### src/rtl/core/ptd_pkg.sv
`timescale 1ns / 1ps

package ptd_pkg;

    // Operation codes carried on the request channel
    typedef enum logic [1:0] {
        OP_TICK     = 2'd0,
        OP_CREATE   = 2'd1,
        OP_DISPATCH = 2'd2,
        OP_COMPLETE = 2'd3
    } t_op;

    // Completion codes carried on the response channel
    typedef enum logic [2:0] {
        STAT_OK          = 3'd0,
        STAT_FULL        = 3'd1,
        STAT_NO_TASK     = 3'd2,
        STAT_NONE_READY  = 3'd3,
        STAT_NOT_RUNNING = 3'd4
    } t_status;

    // Per-slot run state
    typedef enum logic [1:0] {
        SLOT_SUSPENDED = 2'd0,
        SLOT_READY     = 2'd1,
        SLOT_RUNNING   = 2'd2
    } t_slot_state;

    // Sequencer states
    typedef enum logic [1:0] {
        S_IDLE,
        S_EVAL,
        S_DONE
    } t_state;

    localparam int unsigned PERIOD_W = 16;
    localparam int unsigned TICK_W   = 32;
    localparam int unsigned SLOT_W   = 4;

    // One row of the slot table
    typedef struct packed {
        logic [PERIOD_W-1:0] period;
        logic [TICK_W-1:0]   last_run;
        t_slot_state         state;
    } t_slot_entry;

endpackage

### src/rtl/core/ptd_if.sv
`timescale 1ns / 1ps

// Request channel
interface ptd_in_if;
    logic                        valid;
    logic                        ready;
    logic [1:0]                  op;
    logic [15:0]                 period;
    logic                        task_present;
    logic [3:0]                  slot;

    modport source (output valid, output op, output period, output task_present,
                    output slot, input ready);
    modport sink   (input valid, input op, input period, input task_present,
                    input slot, output ready);
endinterface

// Response channel
interface ptd_out_if;
    logic                        valid;
    logic                        ready;
    logic [2:0]                  status;
    logic [3:0]                  granted_slot;
    logic [31:0]                 tick_now;

    modport source (output valid, output status, output granted_slot,
                    output tick_now, input ready);
    modport sink   (input valid, input status, input granted_slot,
                    input tick_now, output ready);
endinterface

### src/rtl/core/ptd_slot_mem.sv
`timescale 1ns / 1ps

module ptd_slot_mem #(
    parameter int unsigned IW = 4
) (
    input  logic                 i_clk,
    input  logic                 i_we,
    input  logic [IW-1:0]        i_waddr,
    input  ptd_pkg::t_slot_entry i_wdata,
    input  logic [IW-1:0]        i_raddr,
    output ptd_pkg::t_slot_entry o_rdata
);

    ptd_pkg::t_slot_entry r_mem [0:(1 << IW)-1];
    ptd_pkg::t_slot_entry r_rdata;

    always_ff @(posedge i_clk) begin
        if (i_we) begin
            r_mem[i_waddr] <= i_wdata;
        end
    end

    always_ff @(posedge i_clk) begin
        r_rdata <= r_mem[i_raddr];
    end

    assign o_rdata = r_rdata;

endmodule

### src/rtl/core/ptd_due_unit.sv
`timescale 1ns / 1ps

// Deadline check: due when tick >= period + last_run, sum taken modulo 2^32, unsigned compare
module ptd_due_unit (
    input  logic [ptd_pkg::PERIOD_W-1:0] i_period,
    input  logic [ptd_pkg::TICK_W-1:0]   i_last_run,
    input  logic [ptd_pkg::TICK_W-1:0]   i_tick,
    output logic                         o_due
);

    logic [ptd_pkg::TICK_W-1:0] deadline;

    assign deadline = ptd_pkg::TICK_W'(i_period) + i_last_run;
    assign o_due    = (i_tick >= deadline);

endmodule

### src/rtl/core/ptd_core.sv
`timescale 1ns / 1ps

module ptd_core #(
    parameter int unsigned MAX_SLOTS = 16,
    parameter int unsigned IW        = 4,
    parameter int unsigned CW        = 5
) (
    input  logic                           i_clk,
    input  logic                           i_rst_n,
    ptd_in_if.sink                         i_in,
    ptd_out_if.source                      o_out,
    output logic                           o_mem_we,
    output logic [IW-1:0]                  o_mem_waddr,
    output ptd_pkg::t_slot_entry           o_mem_wdata,
    output logic [IW-1:0]                  o_mem_raddr,
    input  ptd_pkg::t_slot_entry           i_mem_rdata,
    output logic [ptd_pkg::PERIOD_W-1:0]   o_due_period,
    output logic [ptd_pkg::TICK_W-1:0]     o_due_last_run,
    output logic [ptd_pkg::TICK_W-1:0]     o_due_tick,
    input  logic                           i_due
);

    ptd_pkg::t_state  r_state, n_state;
    ptd_pkg::t_op     r_op, n_op;
    ptd_pkg::t_status r_status, n_status;
    logic [IW-1:0]    r_idx, n_idx;
    logic [CW-1:0]    r_count, n_count;
    logic [31:0]      r_tick, n_tick;
    logic [3:0]       r_grant, n_grant;
    logic             r_found, n_found;

    logic             r_out_valid, n_out_valid;
    ptd_pkg::t_status r_out_status, n_out_status;
    logic [3:0]       r_out_grant, n_out_grant;
    logic [31:0]      r_out_tick, n_out_tick;

    logic             accept;
    logic             out_free;
    logic             table_full;
    logic             slot_in_use;
    logic             last_idx;
    logic [31:0]      slot_ext;
    logic [31:0]      count_ext;
    ptd_pkg::t_slot_state new_state;

    assign accept      = i_in.valid && (r_state == ptd_pkg::S_IDLE);
    assign out_free    = !r_out_valid || o_out.ready;
    assign table_full  = (32'(r_count) >= MAX_SLOTS);
    assign slot_ext    = 32'(i_in.slot);
    assign count_ext   = 32'(r_count);
    assign slot_in_use = (slot_ext < count_ext) && (slot_ext < MAX_SLOTS);
    assign last_idx    = ((32'(r_idx) + 32'd1) == count_ext);

    assign i_in.ready         = (r_state == ptd_pkg::S_IDLE);
    assign o_out.valid        = r_out_valid;
    assign o_out.status       = r_out_status;
    assign o_out.granted_slot = r_out_grant;
    assign o_out.tick_now     = r_out_tick;

    assign o_due_period   = i_mem_rdata.period;
    assign o_due_last_run = i_mem_rdata.last_run;
    assign o_due_tick     = r_tick;

    // Next state
    always_comb begin
        n_state = r_state;
        case (r_state)
            ptd_pkg::S_IDLE: begin
                if (accept) begin
                    case (ptd_pkg::t_op'(i_in.op))
                        ptd_pkg::OP_TICK, ptd_pkg::OP_DISPATCH: begin
                            n_state = (r_count == '0) ? ptd_pkg::S_DONE : ptd_pkg::S_EVAL;
                        end
                        ptd_pkg::OP_COMPLETE: begin
                            n_state = slot_in_use ? ptd_pkg::S_EVAL : ptd_pkg::S_DONE;
                        end
                        default: begin
                            n_state = ptd_pkg::S_DONE;
                        end
                    endcase
                end
            end
            ptd_pkg::S_EVAL: begin
                if (r_op == ptd_pkg::OP_COMPLETE || last_idx) begin
                    n_state = ptd_pkg::S_DONE;
                end
            end
            ptd_pkg::S_DONE: begin
                if (out_free) begin
                    n_state = ptd_pkg::S_IDLE;
                end
            end
            default: begin
                n_state = ptd_pkg::S_IDLE;
            end
        endcase
    end

    // Datapath and memory control
    always_comb begin
        n_op         = r_op;
        n_status     = r_status;
        n_idx        = r_idx;
        n_count      = r_count;
        n_tick       = r_tick;
        n_grant      = r_grant;
        n_found      = r_found;
        n_out_valid  = r_out_valid;
        n_out_status = r_out_status;
        n_out_grant  = r_out_grant;
        n_out_tick   = r_out_tick;
        o_mem_we     = 1'b0;
        o_mem_waddr  = r_idx;
        o_mem_wdata  = i_mem_rdata;
        o_mem_raddr  = IW'(32'(r_idx) + 32'd1);
        new_state    = i_mem_rdata.state;

        if (r_out_valid && o_out.ready) begin
            n_out_valid = 1'b0;
        end

        case (r_state)
            ptd_pkg::S_IDLE: begin
                if (accept) begin
                    n_op     = ptd_pkg::t_op'(i_in.op);
                    n_status = ptd_pkg::STAT_OK;
                    n_grant  = '0;
                    n_found  = 1'b0;
                    n_idx    = '0;
                    o_mem_raddr = '0;
                    case (ptd_pkg::t_op'(i_in.op))
                        ptd_pkg::OP_TICK: begin
                            n_tick = r_tick + 32'd1;
                        end
                        ptd_pkg::OP_CREATE: begin
                            if (table_full) begin
                                n_status = ptd_pkg::STAT_FULL;
                            end else if (!i_in.task_present) begin
                                n_status = ptd_pkg::STAT_NO_TASK;
                            end else begin
                                // Append the slot, ready at once
                                o_mem_we             = 1'b1;
                                o_mem_waddr          = r_count[IW-1:0];
                                o_mem_wdata.period   = i_in.period;
                                o_mem_wdata.last_run = r_tick;
                                o_mem_wdata.state    = ptd_pkg::SLOT_READY;
                                n_count              = r_count + CW'(1);
                                n_grant              = count_ext[3:0];
                            end
                        end
                        ptd_pkg::OP_DISPATCH: begin
                            n_status = ptd_pkg::STAT_NONE_READY;
                        end
                        default: begin
                            o_mem_raddr = slot_ext[IW-1:0];
                            n_idx       = slot_ext[IW-1:0];
                            if (!slot_in_use) begin
                                n_status = ptd_pkg::STAT_NOT_RUNNING;
                            end
                        end
                    endcase
                end
            end
            ptd_pkg::S_EVAL: begin
                o_mem_we = 1'b1;
                if (r_op == ptd_pkg::OP_COMPLETE) begin
                    if (i_mem_rdata.state == ptd_pkg::SLOT_RUNNING) begin
                        o_mem_wdata.state    = ptd_pkg::SLOT_SUSPENDED;
                        o_mem_wdata.last_run = r_tick;
                    end else begin
                        o_mem_we = 1'b0;
                        n_status = ptd_pkg::STAT_NOT_RUNNING;
                    end
                end else begin
                    // Wake a due suspended slot, then on dispatch grant the first ready one
                    if (i_mem_rdata.state == ptd_pkg::SLOT_SUSPENDED && i_due) begin
                        new_state = ptd_pkg::SLOT_READY;
                    end
                    if (r_op == ptd_pkg::OP_DISPATCH && !r_found &&
                        new_state == ptd_pkg::SLOT_READY) begin
                        new_state = ptd_pkg::SLOT_RUNNING;
                        n_found   = 1'b1;
                        n_status  = ptd_pkg::STAT_OK;
                        n_grant   = 4'(r_idx);
                    end
                    o_mem_wdata.state = new_state;
                    n_idx = IW'(32'(r_idx) + 32'd1);
                end
            end
            ptd_pkg::S_DONE: begin
                if (out_free) begin
                    n_out_valid  = 1'b1;
                    n_out_status = r_status;
                    n_out_grant  = r_grant;
                    n_out_tick   = r_tick;
                end
            end
            default: begin
            end
        endcase
    end

    always_ff @(posedge i_clk) begin
        if (!i_rst_n) begin
            r_state     <= ptd_pkg::S_IDLE;
            r_count     <= '0;
            r_tick      <= '0;
            r_out_valid <= 1'b0;
        end else begin
            r_state     <= n_state;
            r_count     <= n_count;
            r_tick      <= n_tick;
            r_out_valid <= n_out_valid;
        end
    end

    always_ff @(posedge i_clk) begin
        r_op         <= n_op;
        r_status     <= n_status;
        r_idx        <= n_idx;
        r_grant      <= n_grant;
        r_found      <= n_found;
        r_out_status <= n_out_status;
        r_out_grant  <= n_out_grant;
        r_out_tick   <= n_out_tick;
    end

endmodule

### src/rtl/core/periodic_task_dispatcher.sv
`timescale 1ns / 1ps

// Periodic task dispatcher: holds up to MAX_SLOTS periodic task slots in a
// single-port-read table plus a 32-bit tick counter that each tick request
// advances, and answers every request transaction with exactly one response
// transaction. Create writes any new slot at accept and then loads the
// response; complete does one table read, then one check and write-back; tick
// and dispatch walk every slot in use through one shared deadline
// adder/comparator, one slot per cycle, and skip the walk with an empty
// table. The walk is set by the table's single read port and the one deadline
// unit. The request side is ready only while the sequencer is idle; a
// finished response sits in an output register, so a new request is taken
// while the previous response still waits for the sink.
// Slot order is a fixed priority: dispatch grants the lowest-numbered ready
// slot after waking every suspended slot whose deadline has passed.
module periodic_task_dispatcher #(
    parameter int unsigned MAX_SLOTS = 16
) (
    input  logic       i_clk,
    input  logic       i_rst_n,
    ptd_in_if.sink     i_in,
    ptd_out_if.source  o_out
);

    localparam int unsigned IW = (MAX_SLOTS > 1) ? $clog2(MAX_SLOTS) : 1;
    localparam int unsigned CW = $clog2(MAX_SLOTS + 1);

    logic                         mem_we;
    logic [IW-1:0]                mem_waddr;
    ptd_pkg::t_slot_entry         mem_wdata;
    logic [IW-1:0]                mem_raddr;
    ptd_pkg::t_slot_entry         mem_rdata;
    logic [ptd_pkg::PERIOD_W-1:0] due_period;
    logic [ptd_pkg::TICK_W-1:0]   due_last_run;
    logic [ptd_pkg::TICK_W-1:0]   due_tick;
    logic                         due;

    // Slot table: period, last completion tick and run state per slot
    ptd_slot_mem #(
        .IW (IW)
    ) u_slot_mem (
        .i_clk   (i_clk),
        .i_we    (mem_we),
        .i_waddr (mem_waddr),
        .i_wdata (mem_wdata),
        .i_raddr (mem_raddr),
        .o_rdata (mem_rdata)
    );

    // Shared deadline check, reused for every slot of a walk
    ptd_due_unit u_due_unit (
        .i_period   (due_period),
        .i_last_run (due_last_run),
        .i_tick     (due_tick),
        .o_due      (due)
    );

    // Sequencer, counters and response register
    ptd_core #(
        .MAX_SLOTS (MAX_SLOTS),
        .IW        (IW),
        .CW        (CW)
    ) u_core (
        .i_clk          (i_clk),
        .i_rst_n        (i_rst_n),
        .i_in           (i_in),
        .o_out          (o_out),
        .o_mem_we       (mem_we),
        .o_mem_waddr    (mem_waddr),
        .o_mem_wdata    (mem_wdata),
        .o_mem_raddr    (mem_raddr),
        .i_mem_rdata    (mem_rdata),
        .o_due_period   (due_period),
        .o_due_last_run (due_last_run),
        .o_due_tick     (due_tick),
        .i_due          (due)
    );

`ifndef SYNTHESIS
    // A failed request never carries a slot number
    a_err_no_grant: assert property (@(posedge i_clk) disable iff (!i_rst_n)
        (o_out.valid && o_out.status != ptd_pkg::STAT_OK) |-> (o_out.granted_slot == 4'd0))
        else $error("error response carries a nonzero slot");

    // After an accept, the request side is not ready in the cycle that follows
    a_busy_after_accept: assert property (@(posedge i_clk) disable iff (!i_rst_n)
        (i_in.valid && i_in.ready) |=> !i_in.ready)
        else $error("request side ready right after an accept");

    // Reset leaves no stale response
    a_reset_clears_out: assert property (@(posedge i_clk)
        $past(!i_rst_n) |-> !o_out.valid)
        else $error("response valid right after reset");
`endif

endmodule

### src/flat_wrapper.sv
// flat-port wrapper written by rule: the top's interface ports become plain ports
module periodic_task_dispatcher_flat 
#(
    parameter int unsigned MAX_SLOTS = 16
)
  (i_clk, i_rst_n, i_in_valid, i_in_op, i_in_period, i_in_task_present, i_in_slot, i_in_ready, o_out_valid, o_out_status, o_out_granted_slot, o_out_tick_now, o_out_ready);
  ptd_in_if i_in_i ();
  ptd_out_if o_out_i ();
  input  logic i_clk;
  input  logic i_rst_n;
  input wire logic [$bits(i_in_i.valid)-1:0] i_in_valid;
  input wire logic [$bits(i_in_i.op)-1:0] i_in_op;
  input wire logic [$bits(i_in_i.period)-1:0] i_in_period;
  input wire logic [$bits(i_in_i.task_present)-1:0] i_in_task_present;
  input wire logic [$bits(i_in_i.slot)-1:0] i_in_slot;
  output wire logic [$bits(i_in_i.ready)-1:0] i_in_ready;
  output wire logic [$bits(o_out_i.valid)-1:0] o_out_valid;
  output wire logic [$bits(o_out_i.status)-1:0] o_out_status;
  output wire logic [$bits(o_out_i.granted_slot)-1:0] o_out_granted_slot;
  output wire logic [$bits(o_out_i.tick_now)-1:0] o_out_tick_now;
  input wire logic [$bits(o_out_i.ready)-1:0] o_out_ready;
  assign i_in_i.valid = i_in_valid;
  assign i_in_i.op = i_in_op;
  assign i_in_i.period = i_in_period;
  assign i_in_i.task_present = i_in_task_present;
  assign i_in_i.slot = i_in_slot;
  assign i_in_ready = i_in_i.ready;
  assign o_out_valid = o_out_i.valid;
  assign o_out_status = o_out_i.status;
  assign o_out_granted_slot = o_out_i.granted_slot;
  assign o_out_tick_now = o_out_i.tick_now;
  assign o_out_i.ready = o_out_ready;
  periodic_task_dispatcher #(.MAX_SLOTS(MAX_SLOTS)) u_core (.i_clk(i_clk), .i_rst_n(i_rst_n), .i_in(i_in_i), .o_out(o_out_i));
endmodule
### config.mk
export PLATFORM = sky130hd
export DESIGN_NAME = periodic_task_dispatcher_flat
export DESIGN_NICKNAME = d
export VERILOG_FILES = /design/src/rtl/core/ptd_pkg.sv /design/src/rtl/core/ptd_if.sv /design/src/rtl/core/ptd_slot_mem.sv /design/src/rtl/core/ptd_due_unit.sv /design/src/rtl/core/ptd_core.sv /design/src/rtl/core/periodic_task_dispatcher.sv /design/src/flat_wrapper.sv
export SDC_FILE = /design/constraint.sdc
export NUM_CORES = 1
export LEC_CHECK = 0
export BUFFER_PORTS_ARGS = -buffer_cell sky130_fd_sc_hd__buf_2
export CORE_MARGIN = 2
export CORE_UTILIZATION = 43
export CTS_BUF_LIST = sky130_fd_sc_hd__clkbuf_4
export CTS_CLUSTER_SIZE = 25
export DETAILED_ROUTE_END_ITERATION = 6
export GPL_TIMING_DRIVEN = 1
export PLACE_DENSITY = 0.56
export SETUP_SLACK_MARGIN = 0.05
export SLEW_MARGIN = 20
export SYNTH_ARGS = -nofsm -noshare
export SYNTH_HDL_FRONTEND = slang
export SYNTH_HIERARCHICAL = 1
export SYNTH_SLANG_ARGS = --single-unit
### constraint.sdc
create_clock -name i_clk -period 6.98 [get_ports i_clk]
set_input_delay 0.349 -clock i_clk [delete_from_list [all_inputs] [get_ports i_clk]]
set_output_delay 0.349 -clock i_clk [all_outputs]
set_load 0.1 [all_outputs]
# After elaboration in Yosys (flattened, before gate mapping)
# Memories as Yosys holds them, arrays and structs flattened. A register that Yosys moved wholly into a read port is not among the register bits.
# Index checks and enable logic that the tools add are counted.
dict set report totals {
  ramBits 800
  register_bits 93
  out_inout_bits 41
  mem_count 1
  word_cells 127
}
dict set report classes {
  n_addsub 4
  reduce_logical 25
  n_lt_le_gt_ge 4
  n_bitwise 1
  n_eq_ne 17
  n_mux 63
}
# memory words word_bits rd rd_ports_with_merged_regs wr line
set mem_list {}
lappend mem_list {u_core.u_slot_mem.r_mem 16 50 1 1 1 ptd_slot_mem.sv:14} ;# ptd_pkg::t_slot_entry r_mem [0:(1 << IW)-1];
# op count
set ops {}
lappend ops {{50-bit 2-to-1 mux} 4}
lappend ops {{34-bit case mux with 2 select lines} 1}
lappend ops {{4-bit 2-to-1 mux} 16}
lappend ops {{34-bit 2-to-1 mux} 1}
lappend ops {{16-bit by 32-bit adder with 32-bit output} 1}
lappend ops {{32-bit by 1-bit adder with 32-bit output, second input constant} 1}
lappend ops {{32-bit by 5-bit equality test with 1-bit output} 1}
lappend ops {{32-bit greater-or-equal comparator} 1}
lappend ops {{32-bit 2-to-1 mux} 1}
lappend ops {{2-bit 2-to-1 mux} 12}
lappend ops {{16-bit 2-to-1 mux} 1}
lappend ops {{4-bit case mux with 2 select lines} 2}
lappend ops {{3-bit 2-to-1 mux} 5}
lappend ops {{1-bit 2-to-1 mux} 14}
lappend ops {{2-bit equality test, second input constant} 6}
lappend ops {{3-bit case mux with 3 select lines} 1}
lappend ops {{3-bit AND reduction} 3}
lappend ops {{2-bit != test, second input constant} 4}
lappend ops {{4-bit AND reduction} 2}
lappend ops {{2-bit by 1-bit equality test with 1-bit output, second input constant} 3}
lappend ops {{1-bit logical AND} 6}
lappend ops {{2-bit zero test} 3}
lappend ops {{3-bit != test, second input constant} 2}
lappend ops {{2-bit case mux with 3 select lines} 1}
lappend ops {{other kinds (18)} 22}

# Longest topological paths before layout
dict set report logic_depth {
  ltp_word 11
  depth_mapped 21
  ltp_nobuf 20
}

# Hierarchy
# The synthesis kept the hierarchy.
# mod cells_each area_per_inst_um2 n_inst
set by_module_without_submodules {}
lappend by_module_without_submodules {ptd_slot_mem 1294 30912.1 1}
lappend by_module_without_submodules {ptd_core 533 4948.5 1}
lappend by_module_without_submodules {ptd_due_unit 231 1794.2 1}

# Least setup slack after synthesis
# No wires, ideal clock.
dict set report synth_timing {
  path_kind {reg-to-reg}
  startpoint {register u_core.u_core.r_state[1]}
  endpoint {memory u_core/u_slot_mem/r_mem[0][0] (netlist bit), enable pin}
  slack_ns 0.859
  path_stages_with_launch 9
  t_arrival_ns 5.601
  setup_ns 0.519
  synth_period_minus_slack_ns 6.121
  cell_sequence {dfxtp_1 > or3b_1 > buf_2 > or2_2 > clkbuf_1 > clkbuf_1 > o21ai_0 > or3b_2 > nor3_1}
}
dict set report synth_via {
  elab_chain_len 6
}
# item line
set synth_lines {}
lappend synth_lines {{start: declaration} ptd_core.sv:23} ;# ptd_pkg::t_state r_state, n_state;
lappend synth_lines {{start signal: assignment} ptd_core.sv:205} ;# r_state <= ptd_pkg::S_IDLE;
lappend synth_lines {{start signal: assignment} ptd_core.sv:210} ;# r_state <= n_state;
lappend synth_lines {{2-bit zero test} {ptd_core.sv:46, ptd_core.sv:122}}
lappend synth_lines {{1-bit logical AND} ptd_core.sv:46} ;# assign accept = i_in.valid && (r_state == ptd_pkg::S_IDLE);
lappend synth_lines {{1-bit 2-to-1 mux} ptd_core.sv:124} ;# if (accept) begin
lappend synth_lines {{1-bit case mux with 2 select lines (*)} ptd_core.sv:122} ;# case (r_state)
lappend synth_lines {{named net u_core.mem_we} periodic_task_dispatcher.sv:28} ;# logic mem_we;
lappend synth_lines {{1-bit 2-to-1 mux (*)} ptd_slot_mem.sv:18} ;# if (i_we) begin
lappend synth_lines {{1-bit 2-to-1 mux (implied by the code) (*)} ptd_slot_mem.sv:19} ;# r_mem[i_waddr] <= i_wdata;
lappend synth_lines {{end: declaration} ptd_slot_mem.sv:14}
# The timed path passes the listed nets; every way through them passes the cells marked *.

# Worst setup path in the final report
dict set report layout_timing {
  startpoint {register u_core.u_core.r_count[4]}
  endpoint {memory u_core/u_slot_mem/r_mem[1][41] (netlist bit), enable pin}
}
# item line
set layout_lines {}
lappend layout_lines {{start: declaration} ptd_core.sv:27} ;# logic [CW-1:0] r_count, n_count;
lappend layout_lines {{start signal: assignment} ptd_core.sv:211} ;# r_count <= n_count;
lappend layout_lines {{5-bit greater-or-equal comparator} ptd_core.sv:48} ;# assign table_full = (32'(r_count) >= MAX_SLOTS);
lappend layout_lines {{4-bit 2-to-1 mux} ptd_core.sv:136} ;# if (table_full) begin
lappend layout_lines {{4-bit 2-to-1 mux} ptd_core.sv:131} ;# case (ptd_pkg::t_op'(i_in.op))
lappend layout_lines {{4-bit 2-to-1 mux} ptd_core.sv:124}
lappend layout_lines {{4-bit 2-to-1 mux} ptd_core.sv:122}
lappend layout_lines {{named net u_core.mem_waddr[0]} periodic_task_dispatcher.sv:29} ;# logic [IW-1:0] mem_waddr;
# The timed path passes the listed nets, and every way through them passes these cells.

==> PnR_summary.wiki <==
{| class="wikitable"
! Metric !! Value
|-
| Status || finished, final reports clean
|-
| Count of cells along the worst hold path || 4
|-
| Actual transition at the worst max-transition pin || 1.11 ns
|-
| Die ar. || 0.0900 sq mm
|-
| Number of flops mapped to enable cells by yosys || 853
|-
| Int Power || 10,100 uW
|-
| Syn nets || between 2,000 and 2,500
|-
| Endpoints failing hold || 0
|-
| Total routed wirelength || between 90,000 and 100,000 um
|-
| DRT met1 WL || between 40,000 and 50,000 um
|-
| Beginning of the worst register-to-register path || u_core/u_core/r_count[4]$_SDFFE_PN0P_
|-
| Cell count after synthesis || 2,058
|-
| Count of warnings emitted by yosys || 6
|-
| Mapped Avg Cell Area || 18.3 sq um
|-
| Stage delay of the slowest cell on the critical path || 0.83 ns
|-
| Max Used Layer || met5
|-
| Clk_skew || 0.0663 ns
|-
| Global-route wire length before repair || 137,000 um
|-
| Clock buffers created by TritonCTS || 237
|-
| Number of top-level pins || a little under 70
|-
| Final Core Density || between 40% and 50%
|-
| DRT antenna net count || 0
|-
| Post-CTS setup buffer count || 0
|-
| Lkg Pwr || 0.0143 uW
|-
| Crit Reg-Reg Endpoint || u_core/u_slot_mem/r_mem[1][41]$_DFFE_PP_
|-
| Clock latency reported for the late side of the worst-skew pair || 1.11 ns
|-
| Clock share of power || 34.2%
|-
| Post-route fraction of the period consumed by the critical path || between 60% and 70%
|-
| Floorplan Core Area || 0.0868 sq mm
|-
| Sink of the worst hold path || u_core/u_core/r_idx[3]$_DFFE_PP_
|-
| Worst hold-check path type || input pin to flip-flop
|-
| Portion of synthesized cell area occupied by the leading cell type || between 60% and 70%
|-
| Most used cells in the layout excluding fill and tap cells || sky130_fd_sc_hd__edfxtp_1, sky130_fd_sc_hd__clkbuf_4, sky130_fd_sc_hd__mux4_2
|-
| CP Cell Sequence || nand4bb_1 > or2_2 > o21ai_0 > nand2b_1 > nor2_4 > buf_4
|-
| Maximum number of pins on one net before global-route repair || 137
|-
| Worst-case clock buffer depth || 3
|-
| Starting density of the core || 43.4%
|-
| Crit path capture type || flip-flop
|-
| Mean routed wirelength per cell || 25.1 um
|-
| Most common cell after layout, fill and taps aside || sky130_fd_sc_hd__edfxtp_1
|-
| Pins Over Slew Limit || 0
|-
| GR Overflow Total || 0
|-
| Avg Vias per Cell || 5.58
|-
| Number of violations reported at the end of detailed-routing iteration 0 || 1,788
|-
| Maxcap violations || 0
|-
| Net switching power || 3870 uW
|-
| Number of nets in the finished design || approximately 2,400
|-
| Netlist area before placement || 0.0377 sq mm
|-
| Final HPWL from detailed placement || about 57,000 um
|-
| Syn-to-layout area delta || 13.8%
|-
| Critical path startpoint || u_core/u_core/r_count[4]$_SDFFE_PN0P_
|-
| Minimum setup slack among reg-to-reg paths || between 2 and 2.5 ns
|-
| Critical path start-end classification || flip-flop to flip-flop
|-
| Register area share after synthesis || 72.8%
|-
| Source of the worst hold timing path || i_in_slot[3]
|-
| Routed wl met3 || 5460 um
|-
| Via count of the first global-routing pass || between 20,000 and 25,000
|-
| Top_reg_cell synth || sky130_fd_sc_hd__edfxtp_1
|-
| Clock net sink count || 943
|-
| DR pass1 iterations || 5
|-
| Share of layout cells above drive strength 1 || 31.6%
|-
| Cell with the largest stage delay on the worst path || sky130_fd_sc_hd__o21ai_0
|-
| Data arrival time of the critical path || 5.41 ns
|-
| Vertical die dimension || 300 um
|-
| CTS tree || yes
|-
| Number of cell rows || 108
|-
| Tightest slew margin relative to the limit || 26.1%
|-
| RD Place Congestion || 0.847
|-
| Required time of the worst setup path || 7.66 ns
|-
| Net switching fraction of the power || between 20% and 30%
|-
| Leading post-synthesis cells by cell area || sky130_fd_sc_hd__edfxtp_1, sky130_fd_sc_hd__mux4_2, sky130_fd_sc_hd__dfxtp_1
|-
| Worst setup timing slack at the placement stage || 2.23 ns
|-
| Total Negative Setup Slacks || 0 ns
|-
| Post-detailed-route DRC marker count || 0
|-
| Setup repair after global routing missed its margin || false
|-
| Fill cell count || 7,358
|-
| Final critical path time including I/O delays and setup || 4.73 ns
|-
| Maximum VDD drop || 0.000181 V
|-
| Share of total power in combinational logic || 17.0%
|-
| Highest clock frequency the design can meet || 212 MHz
|-
| Antenna violations before repair || 4
|-
| Nature of the critical path startpoint || flip-flop
|-
| Global routing usage summed across all routing layers || 20.8%
|-
| Clock root buffer || sky130_fd_sc_hd__clkbuf_4
|-
| Horiz. Die Dim || 300 um
|-
| FF-to-FF path depth || 6
|-
| Fraction of power consumed by sequential logic || 48.9%
|-
| Number of vias after detailed routing || 20,424
|-
| Count of final setup violators || 0
|-
| Synthesis-stage register bit count || 943
|-
| Number of different library cells in the post-synthesis netlist || 68
|-
| Worst Setup Slack, final || roughly 2.3 ns
|-
| Input/output buffers || 67
|-
| Amount of wire on met2 after detailed routing || 43,700 um
|-
| Clock H-tree levels || 4
|-
| Number of cells upsized or downsized after cts || 0
|-
| PwrDens || 325 mW/mm^2
|-
| Clock-pin slew on the worst setup and hold paths || 0.07 ns
|-
| Maximum fanout along the worst path || 35
|-
| Post-synth top area cell || sky130_fd_sc_hd__edfxtp_1
|-
| Proportion of register bits with asynchronous set or reset after synthesis || 0%
|}
## synthesized netlist by cell type, drive strengths merged (5+ instances only)
library cell / n
clkbuf: 50
o31ai: 9
and3: 6
mux2: 15
a21o: 5
xor2: 21
nor3: 16
a22oi: 100
ha: 55
nor4: 8
o21a: 6
nand4: 18
or3: 11
nand2: 165
a211oi: 7
mux4: 200
a21oi: 53
and2: 5
xnor2: 36
buf: 89
nor2b: 5
o21ai: 56
dfxtp: 90
o211ai: 6
edfxtp: 853
inv: 21
nand3: 22
nor2: 61
nand2b: 22
## power groups by stage
stage | clock network (uW) | registers [uW] | logic, uW
3_5_place_dp | 0 | 6940 | 2360
6_report | 4760 | 6810 | 2360
5_1_grt | 5210 | 6830 | 2580
3_3_place_gp | 0 | 6930 | 2310
2_1_floorplan | 0 | 6980 | 1600
4_1_cts | 4900 | 6820 | 2380
## worst max path at each step
stage	end	cells after the start	slack, ns
floorplan	u_core/u_slot_mem/r_mem[0][0]$_DFFE_PP_	8	0.86
detailed placement	u_core/u_slot_mem/r_mem[11][29]$_DFFE_PP_	7	2.23
global route	u_core/u_slot_mem/r_mem[1][37]$_DFFE_PP_	6	1.99
finish	u_core/u_slot_mem/r_mem[1][41]$_DFFE_PP_	6	2.25
CTS	u_core/u_slot_mem/r_mem[1][37]$_DFFE_PP_	6	2.21
global placement	u_core/u_slot_mem/r_mem[1][49]$_DFFE_PP_	7	2.35
## metal layers
metal  vias to the layer above  track usage (%)
met5                         -                0
met4                         2             5.95
met3                       117             4.42
met2                       674             32.6
met1                     10703             29.5
li1                       8928                -
## area by class of cell
class                   instances  area (sq um)  area share (%)
multi-input cells             954          9600            22.4
clock inverters                51           357           0.832
flip-flops and latches        943         27400            64.0
repair buffers                156          1130            2.64
inverters                      22          82.6           0.193
diodes                          1          2.50         0.00584
well taps                    1155          1450            3.37
clock buffers                 376          2820            6.59
## registers in the layout (all words and copies together) (netlist names)
| name | flops |
|---|---|
| u_core/u_core/r_count | 5 |
| u_core/u_slot_mem/r_mem | 800 |
| u_core/u_core/o_out.granted_slot | 4 |
| u_core/u_core/r_idx | 4 |
| u_core/u_core/r_status | 3 |
| u_core/u_core/r_found | 1 |
| u_core/u_core/r_state | 2 |
| u_core/u_core/r_op | 2 |
| u_core/u_core/r_grant | 4 |
| u_core/u_core/o_out.status | 3 |
| u_core/u_core/o_out.tick_now | 32 |
| u_core/u_slot_mem/o_rdata | 50 |
| u_core/u_core/o_out.valid | 1 |
| u_core/u_core/o_due_tick | 32 |
## worst max-delay path: cells and delay by family (launching register included)
kind                   cells  cell delay [ns]
AND/OR/NAND/NOR            4             2.30
flip-flops                 1             0.43
buffers and inverters      1             0.70
AO/OA/AOI/OAI              1             0.83
## stage by stage
| stage | instance area (sq um) | hold slack (ns) | power, uW | cells |
|---|---|---|---|---|
| CTS | 42800 | 0.00444 | 14100 | 3657 |
| finish | 42900 | 0.168 | 13900 | 3658 |
| floorplan | 37700 | 0.400 | 8580 | 2058 |
| global route | 42900 | 0.0812 | 14600 | 3658 |
| global placement | 39300 | 0.414 | 9240 | 3201 |
| detailed placement | 39400 | 0.423 | 9300 | 3202 |
## cells by family after synthesis
| logic type | Yosys count | synth area share, % |
|---|---|---|
| flip-flops | 943 | 72.8 |
| AND/OR/NAND/NOR | 358 | 4.50 |
| AO/OA/AOI/OAI | 266 | 4.77 |
| multiplexers | 217 | 12.5 |
| buffers and inverters | 161 | 2.26 |
| XOR/XNOR | 57 | 1.33 |
| adder cells (fa/ha/maj) | 56 | 1.88 |
## repair_timing
action,4_1_cts,5_1_grt
endpoints found under the setup margin,0,0
endpoints found under the hold margin,233,0
hold buffers,28,0
No activity file was read; power rests on OpenSTA's default activity.
